===== src/rtl/c6502pd_pkg.sv =====
`default_nettype none

package c6502pd_pkg;

    localparam int ADDR_BITS = 16;

    localparam logic [5:0] M_UND = 6'd0;
    localparam logic [5:0] M_ADC = 6'd1;
    localparam logic [5:0] M_AND = 6'd2;
    localparam logic [5:0] M_ASL = 6'd3;
    localparam logic [5:0] M_BCC = 6'd4;
    localparam logic [5:0] M_BCS = 6'd5;
    localparam logic [5:0] M_BEQ = 6'd6;
    localparam logic [5:0] M_BIT = 6'd7;
    localparam logic [5:0] M_BMI = 6'd8;
    localparam logic [5:0] M_BNE = 6'd9;
    localparam logic [5:0] M_BPL = 6'd10;
    localparam logic [5:0] M_BRK = 6'd11;
    localparam logic [5:0] M_BVC = 6'd12;
    localparam logic [5:0] M_BVS = 6'd13;
    localparam logic [5:0] M_CLC = 6'd14;
    localparam logic [5:0] M_CLD = 6'd15;
    localparam logic [5:0] M_CLI = 6'd16;
    localparam logic [5:0] M_CLV = 6'd17;
    localparam logic [5:0] M_CMP = 6'd18;
    localparam logic [5:0] M_CPX = 6'd19;
    localparam logic [5:0] M_CPY = 6'd20;
    localparam logic [5:0] M_DEC = 6'd21;
    localparam logic [5:0] M_DEX = 6'd22;
    localparam logic [5:0] M_DEY = 6'd23;
    localparam logic [5:0] M_EOR = 6'd24;
    localparam logic [5:0] M_INC = 6'd25;
    localparam logic [5:0] M_INX = 6'd26;
    localparam logic [5:0] M_INY = 6'd27;
    localparam logic [5:0] M_JMP = 6'd28;
    localparam logic [5:0] M_JSR = 6'd29;
    localparam logic [5:0] M_LDA = 6'd30;
    localparam logic [5:0] M_LDX = 6'd31;
    localparam logic [5:0] M_LDY = 6'd32;
    localparam logic [5:0] M_LSR = 6'd33;
    localparam logic [5:0] M_NOP = 6'd34;
    localparam logic [5:0] M_ORA = 6'd35;
    localparam logic [5:0] M_PHA = 6'd36;
    localparam logic [5:0] M_PHP = 6'd37;
    localparam logic [5:0] M_PLA = 6'd38;
    localparam logic [5:0] M_PLP = 6'd39;
    localparam logic [5:0] M_ROL = 6'd40;
    localparam logic [5:0] M_ROR = 6'd41;
    localparam logic [5:0] M_RTI = 6'd42;
    localparam logic [5:0] M_RTS = 6'd43;
    localparam logic [5:0] M_SBC = 6'd44;
    localparam logic [5:0] M_SEC = 6'd45;
    localparam logic [5:0] M_SED = 6'd46;
    localparam logic [5:0] M_SEI = 6'd47;
    localparam logic [5:0] M_STA = 6'd48;
    localparam logic [5:0] M_STX = 6'd49;
    localparam logic [5:0] M_STY = 6'd50;
    localparam logic [5:0] M_TAX = 6'd51;
    localparam logic [5:0] M_TAY = 6'd52;
    localparam logic [5:0] M_TSX = 6'd53;
    localparam logic [5:0] M_TXA = 6'd54;
    localparam logic [5:0] M_TXS = 6'd55;
    localparam logic [5:0] M_TYA = 6'd56;

    localparam logic [3:0] A_ILL = 4'd0;
    localparam logic [3:0] A_IMP = 4'd1;
    localparam logic [3:0] A_ACC = 4'd2;
    localparam logic [3:0] A_IMM = 4'd3;
    localparam logic [3:0] A_ZP  = 4'd4;
    localparam logic [3:0] A_ZPX = 4'd5;
    localparam logic [3:0] A_ZPY = 4'd6;
    localparam logic [3:0] A_ABS = 4'd7;
    localparam logic [3:0] A_ABX = 4'd8;
    localparam logic [3:0] A_ABY = 4'd9;
    localparam logic [3:0] A_IND = 4'd10;
    localparam logic [3:0] A_XIN = 4'd11;
    localparam logic [3:0] A_INY = 4'd12;
    localparam logic [3:0] A_REL = 4'd13;

    typedef struct packed {
        logic [ADDR_BITS-1:0] instr_address;
        logic [7:0]           opcode;
        logic [7:0]           operand_low;
        logic [7:0]           operand_high;
    } item_t;

    typedef struct packed {
        logic [5:0]           mnemonic;
        logic [3:0]           addr_mode;
        logic [1:0]           length;
        logic                 valid_res;
        logic                 is_branch;
        logic [ADDR_BITS-1:0] branch_target;
        logic                 ends_flow;
    } result_t;

    typedef struct packed {
        logic [5:0] mnem;
        logic [3:0] mode;
    } op_entry_t;

    function automatic op_entry_t op_lookup(input logic [7:0] op);
        op_entry_t d;
        unique case (op)
            8'h00: d = {M_BRK, A_IMP};
            8'h01: d = {M_ORA, A_XIN};
            8'h05: d = {M_ORA, A_ZP};
            8'h06: d = {M_ASL, A_ZP};
            8'h08: d = {M_PHP, A_IMP};
            8'h09: d = {M_ORA, A_IMM};
            8'h0A: d = {M_ASL, A_ACC};
            8'h0D: d = {M_ORA, A_ABS};
            8'h0E: d = {M_ASL, A_ABS};
            8'h10: d = {M_BPL, A_REL};
            8'h11: d = {M_ORA, A_INY};
            8'h15: d = {M_ORA, A_ZPX};
            8'h16: d = {M_ASL, A_ZPX};
            8'h18: d = {M_CLC, A_IMP};
            8'h19: d = {M_ORA, A_ABY};
            8'h1D: d = {M_ORA, A_ABX};
            8'h1E: d = {M_ASL, A_ABX};
            8'h20: d = {M_JSR, A_ABS};
            8'h21: d = {M_AND, A_XIN};
            8'h24: d = {M_BIT, A_ZP};
            8'h25: d = {M_AND, A_ZP};
            8'h26: d = {M_ROL, A_ZP};
            8'h28: d = {M_PLP, A_IMP};
            8'h29: d = {M_AND, A_IMM};
            8'h2A: d = {M_ROL, A_ACC};
            8'h2C: d = {M_BIT, A_ABS};
            8'h2D: d = {M_AND, A_ABS};
            8'h2E: d = {M_ROL, A_ABS};
            8'h30: d = {M_BMI, A_REL};
            8'h31: d = {M_AND, A_INY};
            8'h35: d = {M_AND, A_ZPX};
            8'h36: d = {M_ROL, A_ZPX};
            8'h38: d = {M_SEC, A_IMP};
            8'h39: d = {M_AND, A_ABY};
            8'h3D: d = {M_AND, A_ABX};
            8'h3E: d = {M_ROL, A_ABX};
            8'h40: d = {M_RTI, A_IMP};
            8'h41: d = {M_EOR, A_XIN};
            8'h45: d = {M_EOR, A_ZP};
            8'h46: d = {M_LSR, A_ZP};
            8'h48: d = {M_PHA, A_IMP};
            8'h49: d = {M_EOR, A_IMM};
            8'h4A: d = {M_LSR, A_ACC};
            8'h4C: d = {M_JMP, A_ABS};
            8'h4D: d = {M_EOR, A_ABS};
            8'h4E: d = {M_LSR, A_ABS};
            8'h50: d = {M_BVC, A_REL};
            8'h51: d = {M_EOR, A_INY};
            8'h55: d = {M_EOR, A_ZPX};
            8'h56: d = {M_LSR, A_ZPX};
            8'h58: d = {M_CLI, A_IMP};
            8'h59: d = {M_EOR, A_ABY};
            8'h5D: d = {M_EOR, A_ABX};
            8'h5E: d = {M_LSR, A_ABX};
            8'h60: d = {M_RTS, A_IMP};
            8'h61: d = {M_ADC, A_XIN};
            8'h65: d = {M_ADC, A_ZP};
            8'h66: d = {M_ROR, A_ZP};
            8'h68: d = {M_PLA, A_IMP};
            8'h69: d = {M_ADC, A_IMM};
            8'h6A: d = {M_ROR, A_ACC};
            8'h6C: d = {M_JMP, A_IND};
            8'h6D: d = {M_ADC, A_ABS};
            8'h6E: d = {M_ROR, A_ABS};
            8'h70: d = {M_BVS, A_REL};
            8'h71: d = {M_ADC, A_INY};
            8'h75: d = {M_ADC, A_ZPX};
            8'h76: d = {M_ROR, A_ZPX};
            8'h78: d = {M_SEI, A_IMP};
            8'h79: d = {M_ADC, A_ABY};
            8'h7D: d = {M_ADC, A_ABX};
            8'h7E: d = {M_ROR, A_ABX};
            8'h81: d = {M_STA, A_XIN};
            8'h84: d = {M_STY, A_ZP};
            8'h85: d = {M_STA, A_ZP};
            8'h86: d = {M_STX, A_ZP};
            8'h88: d = {M_DEY, A_IMP};
            8'h8A: d = {M_TXA, A_IMP};
            8'h8C: d = {M_STY, A_ABS};
            8'h8D: d = {M_STA, A_ABS};
            8'h8E: d = {M_STX, A_ABS};
            8'h90: d = {M_BCC, A_REL};
            8'h91: d = {M_STA, A_INY};
            8'h94: d = {M_STY, A_ZPX};
            8'h95: d = {M_STA, A_ZPX};
            8'h96: d = {M_STX, A_ZPY};
            8'h98: d = {M_TYA, A_IMP};
            8'h99: d = {M_STA, A_ABY};
            8'h9A: d = {M_TXS, A_IMP};
            8'h9D: d = {M_STA, A_ABX};
            8'hA0: d = {M_LDY, A_IMM};
            8'hA1: d = {M_LDA, A_XIN};
            8'hA2: d = {M_LDX, A_IMM};
            8'hA4: d = {M_LDY, A_ZP};
            8'hA5: d = {M_LDA, A_ZP};
            8'hA6: d = {M_LDX, A_ZP};
            8'hA8: d = {M_TAY, A_IMP};
            8'hA9: d = {M_LDA, A_IMM};
            8'hAA: d = {M_TAX, A_IMP};
            8'hAC: d = {M_LDY, A_ABS};
            8'hAD: d = {M_LDA, A_ABS};
            8'hAE: d = {M_LDX, A_ABS};
            8'hB0: d = {M_BCS, A_REL};
            8'hB1: d = {M_LDA, A_INY};
            8'hB4: d = {M_LDY, A_ZPX};
            8'hB5: d = {M_LDA, A_ZPX};
            8'hB6: d = {M_LDX, A_ZPY};
            8'hB8: d = {M_CLV, A_IMP};
            8'hB9: d = {M_LDA, A_ABY};
            8'hBA: d = {M_TSX, A_IMP};
            8'hBC: d = {M_LDY, A_ABX};
            8'hBD: d = {M_LDA, A_ABX};
            8'hBE: d = {M_LDX, A_ABY};
            8'hC0: d = {M_CPY, A_IMM};
            8'hC1: d = {M_CMP, A_XIN};
            8'hC4: d = {M_CPY, A_ZP};
            8'hC5: d = {M_CMP, A_ZP};
            8'hC6: d = {M_DEC, A_ZP};
            8'hC8: d = {M_INY, A_IMP};
            8'hC9: d = {M_CMP, A_IMM};
            8'hCA: d = {M_DEX, A_IMP};
            8'hCC: d = {M_CPY, A_ABS};
            8'hCD: d = {M_CMP, A_ABS};
            8'hCE: d = {M_DEC, A_ABS};
            8'hD0: d = {M_BNE, A_REL};
            8'hD1: d = {M_CMP, A_INY};
            8'hD5: d = {M_CMP, A_ZPX};
            8'hD6: d = {M_DEC, A_ZPX};
            8'hD8: d = {M_CLD, A_IMP};
            8'hD9: d = {M_CMP, A_ABY};
            8'hDD: d = {M_CMP, A_ABX};
            8'hDE: d = {M_DEC, A_ABX};
            8'hE0: d = {M_CPX, A_IMM};
            8'hE1: d = {M_SBC, A_XIN};
            8'hE4: d = {M_CPX, A_ZP};
            8'hE5: d = {M_SBC, A_ZP};
            8'hE6: d = {M_INC, A_ZP};
            8'hE8: d = {M_INX, A_IMP};
            8'hE9: d = {M_SBC, A_IMM};
            8'hEA: d = {M_NOP, A_IMP};
            8'hEC: d = {M_CPX, A_ABS};
            8'hED: d = {M_SBC, A_ABS};
            8'hEE: d = {M_INC, A_ABS};
            8'hF0: d = {M_BEQ, A_REL};
            8'hF1: d = {M_SBC, A_INY};
            8'hF5: d = {M_SBC, A_ZPX};
            8'hF6: d = {M_INC, A_ZPX};
            8'hF8: d = {M_SED, A_IMP};
            8'hF9: d = {M_SBC, A_ABY};
            8'hFD: d = {M_SBC, A_ABX};
            8'hFE: d = {M_INC, A_ABX};
            default: d = {M_UND, A_ILL};
        endcase
        return d;
    endfunction

    function automatic logic [1:0] mode_length(input logic [3:0] mode);
        logic [1:0] len;
        unique case (mode)
            A_IMP, A_ACC: len = 2'd1;
            A_IMM, A_ZP, A_ZPX, A_ZPY, A_XIN, A_INY, A_REL: len = 2'd2;
            A_ABS, A_ABX, A_ABY, A_IND: len = 2'd3;
            default: len = 2'd0;
        endcase
        return len;
    endfunction

endpackage

`default_nettype wire


===== src/rtl/cpu6502_instruction_predecode.sv =====
`default_nettype none

// Predecodes one 6502 instruction per beat: opcode byte, the two bytes after
// it and its address go in; mnemonic index, addressing mode, length, a valid
// flag, branch flag with computed target and an end-of-flow flag come out.
// An input beat is registered in in_reg, decoded through the opcode table and
// one 16-bit add, and the result is registered in res_reg; a new beat is taken
// every cycle while the result side does not stall. Undocumented opcodes give
// all-zero results.

module cpu6502_instruction_predecode (
    input  wire logic              clk,
    input  wire logic              rst_n,
    input  logic                   item_valid,
    output logic                   item_stall,
    input  c6502pd_pkg::item_t     item,
    output logic                   result_valid,
    input  logic                   result_stall,
    output c6502pd_pkg::result_t   result
);
    import c6502pd_pkg::*;

    logic    in_valid_reg;
    logic    in_valid_next;
    item_t   in_reg;
    logic    res_valid_reg;
    logic    res_valid_next;
    result_t res_reg;
    result_t dec_res;
    logic    res_open;
    logic    item_take;

    assign res_open   = !res_valid_reg || !result_stall;
    assign item_stall = in_valid_reg && !res_open;
    assign item_take  = item_valid && !item_stall;

    assign in_valid_next  = item_take || (in_valid_reg && !res_open);
    assign res_valid_next = res_open ? in_valid_reg : 1'b1;

    c6502pd_decode u_decode (
        .item (in_reg),
        .res  (dec_res)
    );

    always_ff @(posedge clk or negedge rst_n)
    begin
        if (!rst_n)
        begin
            in_valid_reg  <= 1'b0;
            res_valid_reg <= 1'b0;
        end
        else
        begin
            in_valid_reg  <= in_valid_next;
            res_valid_reg <= res_valid_next;
        end
    end

    always_ff @(posedge clk)
    begin
        if (item_take)
        begin
            in_reg <= item;
        end
        if (res_open && in_valid_reg)
        begin
            res_reg <= dec_res;
        end
    end

    assign result_valid = res_valid_reg;
    assign result       = res_reg;

`ifndef SYNTHESIS
    a_stall_only_when_full: assert property (@(posedge clk) disable iff (!rst_n)
        item_stall |-> in_valid_reg && res_valid_reg && result_stall)
        else $error("input stalled without both stages full");

    a_decoded_beat_moves: assert property (@(posedge clk) disable iff (!rst_n)
        in_valid_reg && res_open |=> result_valid)
        else $error("decoded beat lost");

    a_illegal_all_zero: assert property (@(posedge clk) disable iff (!rst_n)
        result_valid && !result.valid_res |->
            result.length == 2'd0 && result.addr_mode == A_ILL
            && !result.is_branch && !result.ends_flow)
        else $error("undocumented opcode with nonzero decode");

    a_no_target_without_branch: assert property (@(posedge clk) disable iff (!rst_n)
        result_valid && !result.is_branch |-> result.branch_target == '0)
        else $error("target set on non-branch");

    a_flow_branch_is_jmp: assert property (@(posedge clk) disable iff (!rst_n)
        result_valid && result.ends_flow && result.is_branch |->
            result.mnemonic == M_JMP && result.addr_mode == A_ABS)
        else $error("ending branch other than jmp absolute");
`endif

endmodule

`default_nettype wire


===== src/rtl/c6502pd_decode.sv =====
`default_nettype none

module c6502pd_decode (
    input  c6502pd_pkg::item_t   item,
    output c6502pd_pkg::result_t res
);
    import c6502pd_pkg::*;

    op_entry_t            entry;
    logic [ADDR_BITS-1:0] rel_target;
    logic [ADDR_BITS-1:0] abs_target;
    logic                 is_rel;
    logic                 is_jmp_abs;
    logic                 is_jsr_abs;

    assign entry = op_lookup(item.opcode);

    // signed offset from the byte after the instruction, wraps at the top
    assign rel_target = item.instr_address + ADDR_BITS'(2)
                      + {{(ADDR_BITS-8){item.operand_low[7]}}, item.operand_low};
    assign abs_target = ADDR_BITS'({item.operand_high, item.operand_low});

    assign is_rel     = (entry.mode == A_REL);
    assign is_jmp_abs = (entry.mode == A_ABS) && (entry.mnem == M_JMP);
    assign is_jsr_abs = (entry.mode == A_ABS) && (entry.mnem == M_JSR);

    always_comb
    begin
        res.mnemonic  = entry.mnem;
        res.addr_mode = entry.mode;
        res.length    = mode_length(entry.mode);
        res.valid_res = (entry.mnem != M_UND);
        res.is_branch = is_rel || is_jmp_abs || is_jsr_abs;
        res.ends_flow = is_jmp_abs || (entry.mnem == M_RTS) || (entry.mnem == M_RTI);
        priority if (is_rel)
        begin
            res.branch_target = rel_target;
        end
        else if (is_jmp_abs || is_jsr_abs)
        begin
            res.branch_target = abs_target;
        end
        else
        begin
            res.branch_target = '0;
        end
    end

endmodule

`default_nettype wire


===== config.mk =====
export PLATFORM = sky130hd
export DESIGN_NAME = cpu6502_instruction_predecode
export DESIGN_NICKNAME = d
export VERILOG_FILES = /design/src/rtl/c6502pd_pkg.sv /design/src/rtl/cpu6502_instruction_predecode.sv /design/src/rtl/c6502pd_decode.sv
export SDC_FILE = /design/constraint.sdc
export NUM_CORES = 1
export LEC_CHECK = 0
export BUFFER_PORTS_ARGS = -buffer_cell sky130_fd_sc_hd__buf_2
export CORE_ASPECT_RATIO = 1.2
export CORE_UTILIZATION = 58
export DETAILED_ROUTE_END_ITERATION = 10
export PLACE_DENSITY_LB_ADDON = 0.08
export SETUP_SLACK_MARGIN = 0.05
export SYNTH_ARGS = -nofsm -noshare
export SYNTH_HDL_FRONTEND = slang
export SYNTH_SLANG_ARGS = --single-unit

===== constraint.sdc =====
create_clock -name clk -period 4.5 [get_ports clk]
set_clock_uncertainty 0.05 [all_clocks]
set_input_delay 0.45 -clock clk [delete_from_list [all_inputs] [get_ports clk]]
set_output_delay 0.45 -clock clk [all_outputs]
set_load 0.02 [all_outputs]

==> impl_metrics.json <==
{
  "outcome": "finished, final reports clean",
  "tns_ns": 0,
  "rows": 37,
  "nets": 664,
  "syn_avg_cell_area_um2": 10.1,
  "grt_pass1_wl_um": 21900,
  "largest_reg_flops": 40,
  "maxCapViolCount": 0,
  "gr-total-overflow": 0,
  "synth-xor-area-share_pct": 2.35,
  "dpl.hpwl_um": 9640,
  "r2r_cells": 14,
  "reg2reg_from": "in_reg[9]$_DFFE_PN_",
  "synth-seq-area-share_pct": 45.7,
  "synthCells": 517,
  "first_iter_violations": 266,
  "synth_area_leaders": "edfxtp_1 (41%), ha_1 (8.9%), o21ai_0 (4.6%), nand2_1 (4.0%), dfxtp_1 (3.8%)",
  "grt_pass1_vias": 4489,
  "worstPathArrival_ns": 3.30,
  "final_cell_mix": "buf_2 (76), edfxtp_1 (71), nand2_1 (55), o21ai_0 (48), nor2_1 (38)",
  "boundaryPins": 77,
  "track_usage_pct": 31.1,
  "period_minus_slack_ns": 3.25,
  "relSlewSlack_pct": 19.0,
  "setup_viol": 0,
  "gp_congestion": 0.934,
  "clk_pin_slew_ns": 0.09,
  "first_pass_iters": 5,
  "slowest_delay_ns": 0.47,
  "synth_top_family_by_area": "compound AO/OA/AOI/OAI gates",
  "start_kind": "flip-flop",
  "crit_family": "compound AO/OA/AOI/OAI gates",
  "synthToLayoutAreaGrowth_pct": 12.1,
  "finalCritPeriodShare_pct": 72.3,
  "vias_per_cell": 6.50,
  "die_h_um": 106,
  "rsz0062_at_grt": "false",
  "crit_type": "flip-flop to flip-flop",
  "design_area_um2": 5850,
  "wl_per_cell_um": 19.6,
  "synth_mux_area_share_pct": 2.78,
  "cts_buffers": 9,
  "post_dp_cell_area_um2": 5680,
  "initial_core_util_pct": 60.2,
  "vias": 4578,
  "rrSetupSlack_ns": 1.25,
  "fill_cells": 657,
  "critPathCapture": "result[14]$_DFFE_PP_",
  "synth_edf_count": 71,
  "dieWidth_um": 88.6,
  "cts_tree": "built",
  "cp_slowest_cell": "fa_1",
  "design.die.area_um2": 9380,
  "synth_area_um2": 5220,
  "ys_types": 74,
  "yosys.area_share.adder_pct": 9.26,
  "clock_latency_ns": 0.36,
  "fmax_mhz": 307,
  "clock_sinks": 83,
  "synthArstFlopShare_pct": 2.41,
  "synth.top_cell.area_share_pct": 40.9,
  "endpoint_kind": "flip-flop",
  "cp_max_fo": 3,
  "yosysWarnings": 0,
  "cts_buffer_depth": 2,
  "leakagePower_nw": 2.32,
  "clock_tree.root_cell": "clkbuf_8",
  "synthesis.nets": 599,
  "antenna_found_initial": 0,
  "fin_hold_ws_ns": 0.207,
  "irDropWorstVdd_mv": 0.183,
  "powerDensity_nw_per_um2": 355,
  "synth-compound-area-share_pct": 22.6,
  "hold_viol": 0,
  "place.port_buffers": 76,
  "detail_route.drc_violations": 0,
  "layout.cells.non_filler": 704,
  "final_common_cell": "buf_2",
  "cts_setup_buffers": 0,
  "grt_max_degree": 42,
  "drt-total-wl_um": 13800,
  "finalMaxSlewViolations": 0,
  "cp.required_ns": 4.54,
  "worst_pin_slew_ns": 1.21,
  "synth_top_area_cell": "edfxtp_1",
  "cp.buffers_inverters": 3,
  "ant_nets": 0,
  "timing.rr.end": "result[14]$_DFFE_PP_",
  "cp-startpoint": "in_reg[9]$_DFFE_PN_",
  "hold_class": "input pin to flip-flop",
  "dp_cells": 687,
  "htree_levels": 3,
  "crit_cells": 14,
  "drive_above_1_share_pct": 19.6,
  "dominantRegCellSynth": "edfxtp_1",
  "ys_seq_elements": 83,
  "n_antenna_cell": 0,
  "core_area_um2": 8660,
  "path_cells": "inv_1 -> ha_1 -> inv_1 -> ha_1 -> inv_1 -> fa_1 -> nor2b_1 -> o21a_1 -> o21ai_0 -> a21oi_1 -> a31oi_1 -> o21ai_0 -> xnor2_1 -> o21ai_0",
  "yosys.area_share.simple_pct": 13.4
}
kinds of logic after synthesis:
group | Yosys count
XOR/XNOR | 14
AO/OA/AOI/OAI | 176
adder cells (fa/ha/maj) | 38
AND/OR/NAND/NOR | 149
multiplexers | 12
buffers and inverters | 45
flip-flops | 83
Yosys cell counts (all sizes together), types with 3 or more instances:
library cell	n
ha	37
nand4	10
mux2	4
xnor2	9
nor3	8
nor4	3
a21o	7
o21ai	48
inv	11
nor2b	3
edfxtp	71
o211a	3
o2111ai	4
a31oi	12
nand2b	6
buf	16
and2	3
clkbuf	16
nand3	12
and3	3
a21boi	3
a211oi	7
a21oi	36
dfxtp	10
nor2	39
mux2i	8
or3	4
nand2	56
xor2	5
a311oi	4
o32ai	5
a221oi	5
o21a	4
o211ai	8
worst min-delay path by stage:
stage | startpoint | endpoint | cells after the start
floorplan | rst_n | in_valid_reg$_DFF_PN0_ | 0
finish | item[9] | in_reg[9]$_DFFE_PN_ | 1
global route | item[25] | in_reg[25]$_DFFE_PN_ | 1
CTS | item[25] | in_reg[25]$_DFFE_PN_ | 1
global placement | rst_n | in_valid_reg$_DFF_PN0_ | 1
detailed placement | rst_n | in_valid_reg$_DFF_PN0_ | 1
where the power goes:
group          total (mW)  leakage [nW]  internal (mW)  switching, mW
Combinational       0.637          1.44          0.231          0.406
Clock               0.466        0.0788          0.195          0.271
Sequential          0.970         0.796          0.924         0.0460
Total                2.07          2.32           1.35          0.723
cell type report:
cell class,count,area [um^2],share of cell area (%)
Inverter,13,53.8,0.920
Tap cell,117,146,2.50
Clock inverter,6,32.5,0.556
Multi-Input combinational cell,389,2650,45.3
Sequential cell,83,2380,40.7
Timing Repair Buffer,86,458,7.83
Clock buffer,10,128,2.18
metal layers:
layer	vias to the layer above	routed length [um]	GRT usage (%)	share of wire, %
met2	245	6710	50.5	49
met5	-	0	0	0
met3	58	1020	7.75	7.4
li1	2124	-	-	-
met1	2151	5300	35.7	38
met4	0	752	20.2	5.5
timing repair:
item,4_1_cts,5_1_grt
gates resized for setup,0,0
hold buffers,1,0
hold endpoints to repair,2,0
through the flow:
| stage | util, % | setup slack, ns | power [mW] |
|---|---|---|---|
| finish | 67.5 | 1.25 | 2.07 |
| detailed placement | 65.6 | 1.21 | 1.61 |
| global placement | 65.6 | 1.33 | 1.60 |
| CTS | 67.5 | 1.26 | 2.06 |
| floorplan | - | 1.14 | 1.43 |
| global route | 67.5 | 1.02 | 2.17 |
(Power assumes the default switching activity.)
